$ cat config.mk
export PLATFORM = sky130hd
export DESIGN_NAME = battery_voltage_averager
export DESIGN_NICKNAME = d
export VERILOG_FILES = /design/src/hw/rtl/bva_pkg.sv /design/src/hw/rtl/bva_divider.sv /design/src/hw/rtl/bva_level.sv /design/src/hw/rtl/battery_voltage_averager.sv
export SDC_FILE = /design/constraint.sdc
export NUM_CORES = 1
export LEC_CHECK = 0
export BUFFER_PORTS_ARGS = -buffer_cell sky130_fd_sc_hd__buf_4
export CAP_MARGIN = 40
export CORE_MARGIN = 1
export CORE_UTILIZATION = 48
export DETAILED_ROUTE_END_ITERATION = 16
export PLACE_DENSITY = 0.68
export SLEW_MARGIN = 15
export SYNTH_ARGS = -nofsm -noshare
export SYNTH_HDL_FRONTEND = slang
export SYNTH_SLANG_ARGS = --single-unit
export TNS_END_PERCENT = 100
$ cat constraint.sdc
create_clock -name clk -period 2.4 [get_ports clk]
set_input_delay 0.48 -clock clk [delete_from_list [all_inputs] [get_ports clk]]
set_output_delay 0.48 -clock clk [all_outputs]
set_load 0.05 [all_outputs]
$ cat src/hw/rtl/bva_pkg.sv
// ----------------------------------------------------------------------------
// bva_pkg
// shared widths and constants of the battery voltage averager
// ----------------------------------------------------------------------------
package bva_pkg;

  localparam int AVG_W       = 12;
  localparam int LEVEL_W     = 8;
  localparam int PCT_W       = 7;
  localparam int IN_TDATA_W  = 16;
  localparam int OUT_TDATA_W = 32;

  // one quotient bit per divider step
  localparam int DIV_STEPS = AVG_W;
  localparam int STEP_W    = $clog2(DIV_STEPS);

  localparam logic [LEVEL_W-1:0] LEVEL_MAX = LEVEL_W'(200);
  localparam logic [AVG_W-1:0]   THR_RESET = AVG_W'(2000);
  localparam logic [AVG_W-1:0]   SAMPLE_MAX = AVG_W'(4095);

  typedef logic [AVG_W-1:0]   mv_t;
  typedef logic [LEVEL_W-1:0] level_t;
  typedef logic [PCT_W-1:0]   pct_t;

endpackage

$ cat src/hw/rtl/bva_divider.sv
// ----------------------------------------------------------------------------
// bva_divider
// bit-serial restoring divider, one quotient bit per cycle, quotient < 2^12
// ----------------------------------------------------------------------------
module bva_divider #(
  parameter int HI_W = 9
) (
  input  logic                             clk,
  input  logic                             rst_n,
  input  logic                             start,
  input  logic [HI_W+bva_pkg::AVG_W-1:0]   dividend,
  input  logic [HI_W:0]                    divisor,
  output logic                             busy,
  output bva_pkg::mv_t                     quotient
);
  import bva_pkg::*;

  logic                busy_r;
  logic [STEP_W-1:0]   step_r;
  logic [HI_W-1:0]     rem_r;
  logic [AVG_W-1:0]    dq_r;
  logic [HI_W:0]       divisor_r;

  logic [HI_W:0]       trial;
  logic                ge;
  logic [HI_W:0]       diff;

  // shift in next dividend bit, compare against divisor
  assign trial = {rem_r, dq_r[AVG_W-1]};
  assign ge    = (trial >= divisor_r);
  assign diff  = trial - divisor_r;

  always_ff @(posedge clk) begin
    if (!rst_n) begin
      busy_r <= 1'b0;
      step_r <= '0;
    end else if (start) begin
      busy_r <= 1'b1;
      step_r <= '0;
    end else if (busy_r) begin
      if (step_r == STEP_W'(DIV_STEPS - 1)) begin
        busy_r <= 1'b0;
      end
      step_r <= step_r + 1'b1;
    end
  end

  always_ff @(posedge clk) begin
    if (start) begin
      rem_r     <= dividend[HI_W+AVG_W-1:AVG_W];
      dq_r      <= dividend[AVG_W-1:0];
      divisor_r <= divisor;
    end else if (busy_r) begin
      rem_r <= ge ? diff[HI_W-1:0] : trial[HI_W-1:0];
      dq_r  <= {dq_r[AVG_W-2:0], ge};
    end
  end

  assign busy     = busy_r;
  assign quotient = dq_r;

endmodule

$ cat src/hw/rtl/bva_level.sv
// ----------------------------------------------------------------------------
// bva_level
// battery level and percent from average and threshold
// ----------------------------------------------------------------------------
module bva_level (
  input  bva_pkg::mv_t    average,
  input  bva_pkg::mv_t    threshold,
  output bva_pkg::level_t level,
  output bva_pkg::pct_t   percent
);
  import bva_pkg::*;

  logic [AVG_W:0]   diff;
  logic [AVG_W-3:0] quarter;
  level_t           level_c;

  assign diff    = {1'b0, average} - {1'b0, threshold};
  assign quarter = diff[AVG_W-1:2];

  always_comb begin
    level_c = '0;
    if (average > threshold) begin
      if (quarter > (AVG_W-2)'(LEVEL_MAX)) begin
        level_c = LEVEL_MAX;
      end else begin
        level_c = quarter[LEVEL_W-1:0];
      end
    end
  end

  assign level   = level_c;
  assign percent = level_c[LEVEL_W-1:1];

endmodule

$ cat src/hw/rtl/battery_voltage_averager.sv
// ----------------------------------------------------------------------------
// battery_voltage_averager
// running average of battery voltage samples with level, percent and
// undervoltage flag
// ----------------------------------------------------------------------------
// Each input word carries one 12-bit millivolt sample. It is added to a
// running sum; while fewer than 2^AVERAGE_SHIFT samples have been taken the
// average is the cumulative mean, afterwards the sum leaks by its own
// average each sample, giving an exponential average. Every sample yields
// one output word. After the sample is accepted, the bit-serial divider forms
// the average one bit per cycle, the control then leaves the divide state,
// and the write-back state writes the output register. The input is ready
// again only once the state has returned to idle, so a new sample is not
// accepted before the last one has been written out. If the output register
// still holds a word that has not been taken, a finished sample waits for it,
// and the input stays stalled until that word leaves.
module battery_voltage_averager #(
  parameter int AVERAGE_SHIFT = 9
) (
  input  logic                            clk,
  input  logic                            rst_n,
  input  logic                            in_tvalid,
  output logic                            in_tready,
  // [11:0] sample_mv
  input  logic [bva_pkg::IN_TDATA_W-1:0]  in_tdata,
  output logic                            out_tvalid,
  input  logic                            out_tready,
  // [11:0] avg_mv, [19:12] level, [26:20] percent, [27] undervoltage
  output logic [bva_pkg::OUT_TDATA_W-1:0] out_tdata,
  input  logic                            cfg_wen,
  input  logic [bva_pkg::AVG_W-1:0]       cfg_wdata
);
  import bva_pkg::*;

  localparam int SUM_W = AVG_W + AVERAGE_SHIFT;
  localparam int CNT_W = AVERAGE_SHIFT + 1;
  localparam logic [SUM_W-1:0] SUM_MAX =
    SUM_W'((64'd1 << AVERAGE_SHIFT) * 64'(SAMPLE_MAX));

  typedef enum logic [1:0] {
    ST_IDLE,
    ST_DIV,
    ST_WB
  } state_t;

  state_t           state_r;
  logic [SUM_W-1:0] sum_r;
  logic [CNT_W-1:0] cnt_r;
  mv_t              thr_r;
  logic             uv_r;
  logic             out_valid_r;
  mv_t              out_avg_r;
  level_t           out_level_r;
  pct_t             out_pct_r;
  logic             out_uv_r;

  logic             in_acc;
  mv_t              sample;
  logic [SUM_W-1:0] sum_nxt;
  logic [CNT_W-1:0] cnt_nxt;
  logic             out_free;
  logic             wb_fire;
  logic             div_busy;
  mv_t              quotient;
  level_t           level;
  pct_t             percent;

  assign sample   = in_tdata[AVG_W-1:0];
  assign in_acc   = in_tvalid && in_tready;
  assign sum_nxt  = sum_r + SUM_W'(sample);
  assign cnt_nxt  = cnt_r + 1'b1;
  assign out_free = !out_valid_r || out_tready;
  assign wb_fire  = (state_r == ST_WB) && out_free;

  bva_divider #(
    .HI_W (AVERAGE_SHIFT)
  ) u_divider (
    .clk      (clk),
    .rst_n    (rst_n),
    .start    (in_acc),
    .dividend (sum_nxt),
    .divisor  (cnt_nxt),
    .busy     (div_busy),
    .quotient (quotient)
  );

  bva_level u_level (
    .average   (quotient),
    .threshold (thr_r),
    .level     (level),
    .percent   (percent)
  );

  always_ff @(posedge clk) begin
    if (!rst_n) begin
      thr_r <= THR_RESET;
    end else if (cfg_wen) begin
      thr_r <= cfg_wdata;
    end
  end

  always_ff @(posedge clk) begin
    if (!rst_n) begin
      state_r     <= ST_IDLE;
      sum_r       <= '0;
      cnt_r       <= '0;
      out_valid_r <= 1'b0;
    end else begin
      if (wb_fire) begin
        out_valid_r <= 1'b1;
      end else if (out_valid_r && out_tready) begin
        out_valid_r <= 1'b0;
      end
      unique case (state_r)
        ST_IDLE: begin
          if (in_acc) begin
            sum_r   <= sum_nxt;
            cnt_r   <= cnt_nxt;
            uv_r    <= (sample < thr_r);
            state_r <= ST_DIV;
          end
        end
        ST_DIV: begin
          if (!div_busy) begin
            state_r <= ST_WB;
          end
        end
        ST_WB: begin
          if (out_free) begin
            out_avg_r   <= quotient;
            out_level_r <= level;
            out_pct_r   <= percent;
            out_uv_r    <= uv_r;
            // full window: leak the average back out of the sum
            if (cnt_r[AVERAGE_SHIFT]) begin
              sum_r <= sum_r - SUM_W'(quotient);
              cnt_r <= cnt_r - 1'b1;
            end
            state_r <= ST_IDLE;
          end
        end
        default: begin
          state_r <= ST_IDLE;
        end
      endcase
    end
  end

  assign in_tready  = (state_r == ST_IDLE);
  assign out_tvalid = out_valid_r;
  assign out_tdata  = {{(OUT_TDATA_W - AVG_W - LEVEL_W - PCT_W - 1){1'b0}},
                       out_uv_r, out_pct_r, out_level_r, out_avg_r};

`ifndef SYNTHESIS
  a_count_below_full: assert property (@(posedge clk) disable iff (!rst_n)
    (state_r == ST_IDLE) |-> !cnt_r[AVERAGE_SHIFT])
    else $error("sample count reached full window between words");

  a_sum_bounded: assert property (@(posedge clk) disable iff (!rst_n)
    sum_r <= SUM_MAX)
    else $error("running sum exceeds window capacity");

  a_accept_starts_div: assert property (@(posedge clk) disable iff (!rst_n)
    in_acc |=> (div_busy && (state_r == ST_DIV)))
    else $error("divider not started on accepted word");
`endif

endmodule

Word level (Yosys, flattened, before mapping)
Cells that the tools add are included.
{"block": "op_classes", "addsub": 7, "multipliers": 0, "div": 0, "magnitude_cmp": 4, "n_eq_ne": 7, "shifts": 0, "n_mux": 23, "bitwise": 2, "reduce_logical": 16}
{"op": "21-bit 2-to-1 mux", "count": 3}
{"op": "21-bit case mux with 2 select lines", "count": 1}
{"op": "10-bit 2-to-1 mux", "count": 3}
{"op": "9-bit 2-to-1 mux", "count": 3}
{"op": "12-bit 2-to-1 mux", "count": 2}
{"op": "21-bit by 12-bit adder with 21-bit output", "count": 1}
{"op": "21-bit by 12-bit subtractor with 21-bit output", "count": 1}
{"op": "10-bit case mux with 2 select lines", "count": 1}
{"op": "12-bit greater-than comparator", "count": 1}
{"op": "12-bit less-than comparator", "count": 1}
{"op": "3-bit AND reduction", "count": 4}
{"op": "12-bit subtractor", "count": 1}
{"op": "10-bit by 1-bit adder with 10-bit output (second input constant)", "count": 1}
{"op": "10-bit >= comparator", "count": 1}
{"op": "10-bit by 8-bit greater-than comparator with 1-bit output (second input constant)", "count": 1}
{"op": "10-bit by 1-bit subtractor with 10-bit output (second input constant)", "count": 1}
{"op": "9-bit subtractor", "count": 1}
{"op": "8-bit 2-to-1 mux", "count": 1}
{"op": "2-bit 2-to-1 mux", "count": 3}
{"op": "2-bit != test (second input constant)", "count": 3}
{"op": "2-bit case mux with 3 select lines", "count": 1}
{"op": "2-bit nonzero test", "count": 3}
{"op": "1-bit 2-to-1 mux", "count": 5}
{"op": "4-bit by 1-bit adder with 4-bit output (second input constant)", "count": 1}
{"op": "other kinds (11)", "count": 15}
{"block": "word_totals", "ff_bits": 104, "latchBits": 0, "ramBits": 0, "romBits": 0, "input_bits": 33, "output_inout_bits": 34, "elab_cells": 76, "n_memories": 0}

Longest topological paths before layout
{"block": "depth", "depth_word": 4, "depth_mapped": 11, "ltp_nobuf": 10}

Cells and area by module
From an unflattened synthesis, not the netlist that was laid out.
{"block": "unflattened", "cells_unflattened": 840, "hier_area_um2": 7775.0}
{"module": "battery_voltage_averager", "instances": 1, "cells_per_inst": 549, "area_each_um2": 4857.2, "seq_area_each_um2": 1791.7}
{"module": "bva_divider", "instances": 1, "cells_per_inst": 166, "area_each_um2": 2015.7, "seq_area_each_um2": 1031.0}
{"module": "bva_level", "instances": 1, "cells_per_inst": 125, "area_each_um2": 902.1, "seq_area_each_um2": 0.0}

Least setup slack after synthesis
Ideal clock, no wire load.
{"block": "synth_timing", "kind": "register to register", "startpoint": "reg state_r[0]", "endpoint": "reg u_divider.rem_r[2], data pin", "setup_ns": 0.285, "arrival_ns": 2.099, "t_required_ns": 2.115, "slack_ns": 0.016, "stages_incl_launch_ff": 6, "n_path_buf": 1, "period_less_slack_ns": 2.384, "path_cell_list": "dfxtp_1 -> nor2_1 -> nand2_1 -> clkinv_1 -> buf_1 -> mux2i_1"}
{"block": "synth_between", "elab_chain_len": 3}
{"item": "start, declared", "line": "battery_voltage_averager.sv:46", "text": "state_t state_r;"}
{"item": "start signal, assigned", "line": "battery_voltage_averager.sv:104", "text": "state_r <= ST_IDLE;"}
{"item": "start signal, assigned", "line": "battery_voltage_averager.sv:120", "text": "state_r <= ST_DIV;"}
{"item": "start signal, assigned", "line": "battery_voltage_averager.sv:125", "text": "state_r <= ST_WB;"}
{"item": "2-bit zero test", "line": "battery_voltage_averager.sv:149", "text": "assign in_tready = (state_r == ST_IDLE);"}
{"item": "net in_tready", "line": "battery_voltage_averager.sv:23", "text": "output logic in_tready,"}
{"item": "1-bit logical AND", "line": "battery_voltage_averager.sv:69", "text": "assign in_acc = in_tvalid && in_tready;"}
{"item": "net in_acc", "line": "battery_voltage_averager.sv:57", "text": "logic in_acc;"}
{"item": "9-bit 2-to-1 mux", "line": "bva_divider.sv:49", "text": "if (start) begin"}
{"item": "end signal, assigned", "line": "bva_divider.sv:50", "text": "rem_r <= dividend[HI_W+AVG_W-1:AVG_W];"}
{"item": "end signal, assigned", "line": "bva_divider.sv:54", "text": "rem_r <= ge ? diff[HI_W-1:0] : trial[HI_W-1:0];"}
{"item": "end, declared", "line": "bva_divider.sv:20", "text": "logic [HI_W-1:0] rem_r;"}
The timed path passes the listed nets, and every way through them passes these cells.
A chain may end at the register's enable or synchronous reset.

Worst setup path in the final report
{"block": "layout_timing", "startpoint": "reg u_divider.dq_r[2], in the netlist u_divider.quotient[2]", "endpoint": "reg out_level_r[0], data pin"}
{"block": "layout_between", "elab_chain_len": 3, "elab_cells_between_ends": 5, "classes_between": "add/sub (1); order compare (2); bitwise (1); reduce/logical (1)"}
{"item": "start, declared", "line": "bva_divider.sv:21", "text": "logic [AVG_W-1:0] dq_r;"}
{"item": "start signal, assigned", "line": "bva_divider.sv:51", "text": "dq_r <= dividend[AVG_W-1:0];"}
{"item": "start signal, assigned", "line": "bva_divider.sv:55", "text": "dq_r <= {dq_r[AVG_W-2:0], ge};"}
{"item": "12-bit subtractor or 12-bit greater-than comparator (tied branches)", "line": "bva_level.sv:17, bva_level.sv:22"}
{"item": "10-bit by 8-bit greater-than comparator with 1-bit output or 1-bit NOT (tied branches)"}
{"item": "2-bit OR reduction (no source line)"}
{"item": "end signal, assigned", "line": "battery_voltage_averager.sv:131", "text": "out_level_r <= level;"}
{"item": "end, declared", "line": "battery_voltage_averager.sv:53", "text": "level_t out_level_r;"}
Several ways; a longest one is shown, not always the timed one.

==> impl_metrics.ini <==
[sta]
min_period_over_period = 1.10
final-hold-violation-count = 0
worst-slew-pin-transition_ns = 0.611
fin_tns_setup_ns = -1.31
period_needed_ns = 2.63
setup-violations-final = 9
finalHoldWorstSlack_ns = 0.343
skew_ns = 0.00716
grt_setup_unrepaired = yes
max_slew_headroom = 0.592
max_freq_ghz = 0.380
slew_violations = 0
timing.final.ws_setup_ns = -0.233

[yosys]
syn_area_um2 = 7140
yosys-top-cells-area = sky130_fd_sc_hd__edfxtp_1 (22%), sky130_fd_sc_hd__dfxtp_1 (14%), sky130_fd_sc_hd__ha_1 (11%), sky130_fd_sc_hd__a21oi_1 (4.0%), sky130_fd_sc_hd__mux2i_1 (3.8%)
synthFlopType = sky130_fd_sc_hd__edfxtp_1
ys.warnings.count = 0
avgSynthCellArea_um2 = 9.05
synth_top_cell_area_share = 0.223
yosys.cell_count.top_type = sky130_fd_sc_hd__nor2_1
synth_edf_count = 53
postSynthCellCount = 789
yosys-top-cells-count = sky130_fd_sc_hd__nor2_1 (62), sky130_fd_sc_hd__ha_1 (60), sky130_fd_sc_hd__a21oi_1 (57)
async_reset_ff_frac = 0
synth_cell_type_count = 74
synth_top_area_cell = sky130_fd_sc_hd__edfxtp_1
synth-seq-cells = 104
ys_seq_area_frac = 0.366

[die]
die-area_um2 = 15400
start_util = 0.491
core_box_area_um2 = 14500
i_o_pins = 67
standard_cell_rows = 44
fp.dieW_um = 124
die_y_um = 124

[routing]
detail_route.wl_per_cell_um = 17.6
length_of_the_first_detailed_routing_pass_in_iterations = 6
viasPerCell = 5.83
drt-initial-drc-count = 525
final_antenna_net_count = 0
routed-via-count = 6600
drc_errors = 0
route.final.wire_length_mm = 20.0

[clock_tree]
tritoncts_num_sinks = 104
tritoncts = built
htree_levels = 3
cts.clk_slew.worst_paths_ns = 0.08
clock_tree.root_cell = sky130_fd_sc_hd__clkbuf_16
cts_buf_count = 9
clock_path_buffers = 2
worstSkewPairLatency_ns = 0.36

[critical_path]
critPathArrivalTime_ns = 2.74
setup.worst_path.class = flop to flop
kind_of_cell_with_the_highest_combined_delay_on_the_critical_path = compound AO/OA/AOI/OAI gates
cp_data_required_time_ns = 2.50
crit_path_max_fanout = 4
worst_path_max_delay_cell = sky130_fd_sc_hd__edfxtp_1
crit_chain = ha_4 -> o21ai_4 -> a21oi_4 -> o211a_4 -> o41ai_4 -> mux2i_1 -> a221o_1 -> nor3_2
worst_setup_path_start_kind = flop
cp.buffers_inverters = 0
crit_path_max_incr_delay_ns = 0.45
worstSetupEndpointType = flop

[finish]
area_used_by_sequential_logic_in_the_layout_um2 = 2610
finish.instance_area_um2 = 9350
multi_input_comb_area_um2 = 4600
antennaDiodeCount = 0
fillCellCount = 1213
final_cell_count_no_fill = 1132
final_core_util = 0.643
layout-drive-gt1-share = 0.296
area_growth_pct = 30.9
finalNetCount = 1039

[pwr]
netSwitchingFraction = 0.376
worst_ir_drop_vdd_v = 0.000406
power_mw = 7.37
clock_share_of_power = 0.204
p_comb_frac = 0.486
p_leak_nw = 3.98
power_frac_seq = 0.310
internal_power_mw = 4.60
power_switching_mw = 2.77
pwr_density_cell_nw_per_um2 = 789

[place]
detailed_place.area_um2 = 8380
placement.setup.worst_slack_ns = -0.327
place_hpwl_mm = 14.3
gp_routability_congestion = 0.954
port-buffer-count = 58
placed_cells_incl_taps = 1096

[hold_path]
classification_of_the_worst_slack_hold_path = input pin to flop

[global_route]
antenna_violations_before_repair = 0
first_global_vias = 6182
grt_max_degree = 32
grt.total_usage = 0.261
grt_overflow = 0
global_route_wire_length_before_repair_mm = 30.9

[status]
violations_in_the_final_reports = setup timing
status = finished with violations

[flow_run]
max_cap_violations = 0
## registers in the layout (all words and copies together), names as in the netlist
| signal | cells |
|---|---|
| state_r | 2 |
| cnt_r | 10 |
| out_uv_r | 1 |
| out_tvalid | 1 |
| u_divider.quotient | 12 |
| u_divider.rem_r | 9 |
| uv_r | 1 |
| u_divider.divisor_r | 10 |
| sum_r | 21 |
| out_avg_r | 12 |
| u_divider.step_r | 4 |
| thr_r | 12 |
| out_level_r | 8 |
| u_divider.busy | 1 |
## repair_timing
| action | 4_1_cts | 5_1_grt |
|---|---|---|
| endpoints found under the setup margin | 25 | 33 |
| gates resized for setup | 35 | 70 |
| hold buffers | 0 | 0 |
| cloned | 1 | 0 |
| setup buffers | 6 | 13 |
| pin swaps | 9 | 29 |
## final cells by class
class                      instances  area share
multi-input combinational        591       0.492
sequential                       104       0.280
timing repair buffer             183       0.150
tap                              184      0.0246
clock buffer                       9      0.0241
inverter                          54      0.0220
clock inverter                     7     0.00777
## tightest hold or removal path, stage by stage
cell	delay, ns
sky130_fd_sc_hd__buf_4	0.08
sky130_fd_sc_hd__nand2_1	0.04
sky130_fd_sc_hd__o211ai_1	0.07
## cell usage in the layout, fill, tap and decap left out, drive strengths merged, types with 4 or more instances in the layout
cell and instances:
nor3b 5, nand4 5, a21oi 58, a21o 10, nor3 19, or3 5, o211ai 17, nand2 57
mux2i 27, ha 60, nor2 62, o221ai 6, buf 183, xnor2 28, o21a 7, clkbuf 9
xor2 26, o21ai 53, clkinv 4, and2 7, and3 5, o31ai 4, edfxtp 53, dfxtp 51
conb 4, a31oi 11, a211oi 10, or2 4, nand2b 19, nand3 21, inv 56, a21boi 4
nor2b 12
## power by group through the flow
stage | clock network (mW) | registers (mW) | logic, mW
5_1_grt | 1.57 | 2.30 | 3.88
4_1_cts | 1.51 | 2.26 | 3.13
2_1_floorplan | 0 | 2.28 | 1.89
3_3_place_gp | 0 | 2.29 | 2.79
3_5_place_dp | 0 | 2.29 | 2.89
6_report | 1.50 | 2.28 | 3.59
## per-layer routing
metal  part of all wire  up-vias  track usage
li1                   -     3138            -
met1               0.44     3183        0.355
met2               0.48      244        0.430
met3              0.058       35       0.0311
met4              0.023        0       0.0833
met5                  0        -            0
## path summary, 6_finish.rpt
kind | start | endpoint | slack, ns | depth (start not counted)
worst min register to register | uv_r | out_uv_r | 0.44 | 0
worst min-delay path | cfg_wdata[9] | thr_r[9] | 0.34 | 3
worst max register to register | u_divider.quotient[2] | out_level_r[0] | -0.23 | 8
worst max-delay path | u_divider.quotient[2] | out_level_r[0] | -0.23 | 8
## kinds of logic after synthesis
logic type,after synthesis,share of synthesized area
AOI/OAI and AO/OA,208,0.189
and+or+nand+nor,233,0.164
other,1,0.000525
xor gates and xnor gates,54,0.0662
adders and majority gates,63,0.114
muxes,29,0.0410
DFF,104,0.366
buffers and inverters,97,0.0599
No activity file was read; power rests on OpenSTA's default activity.
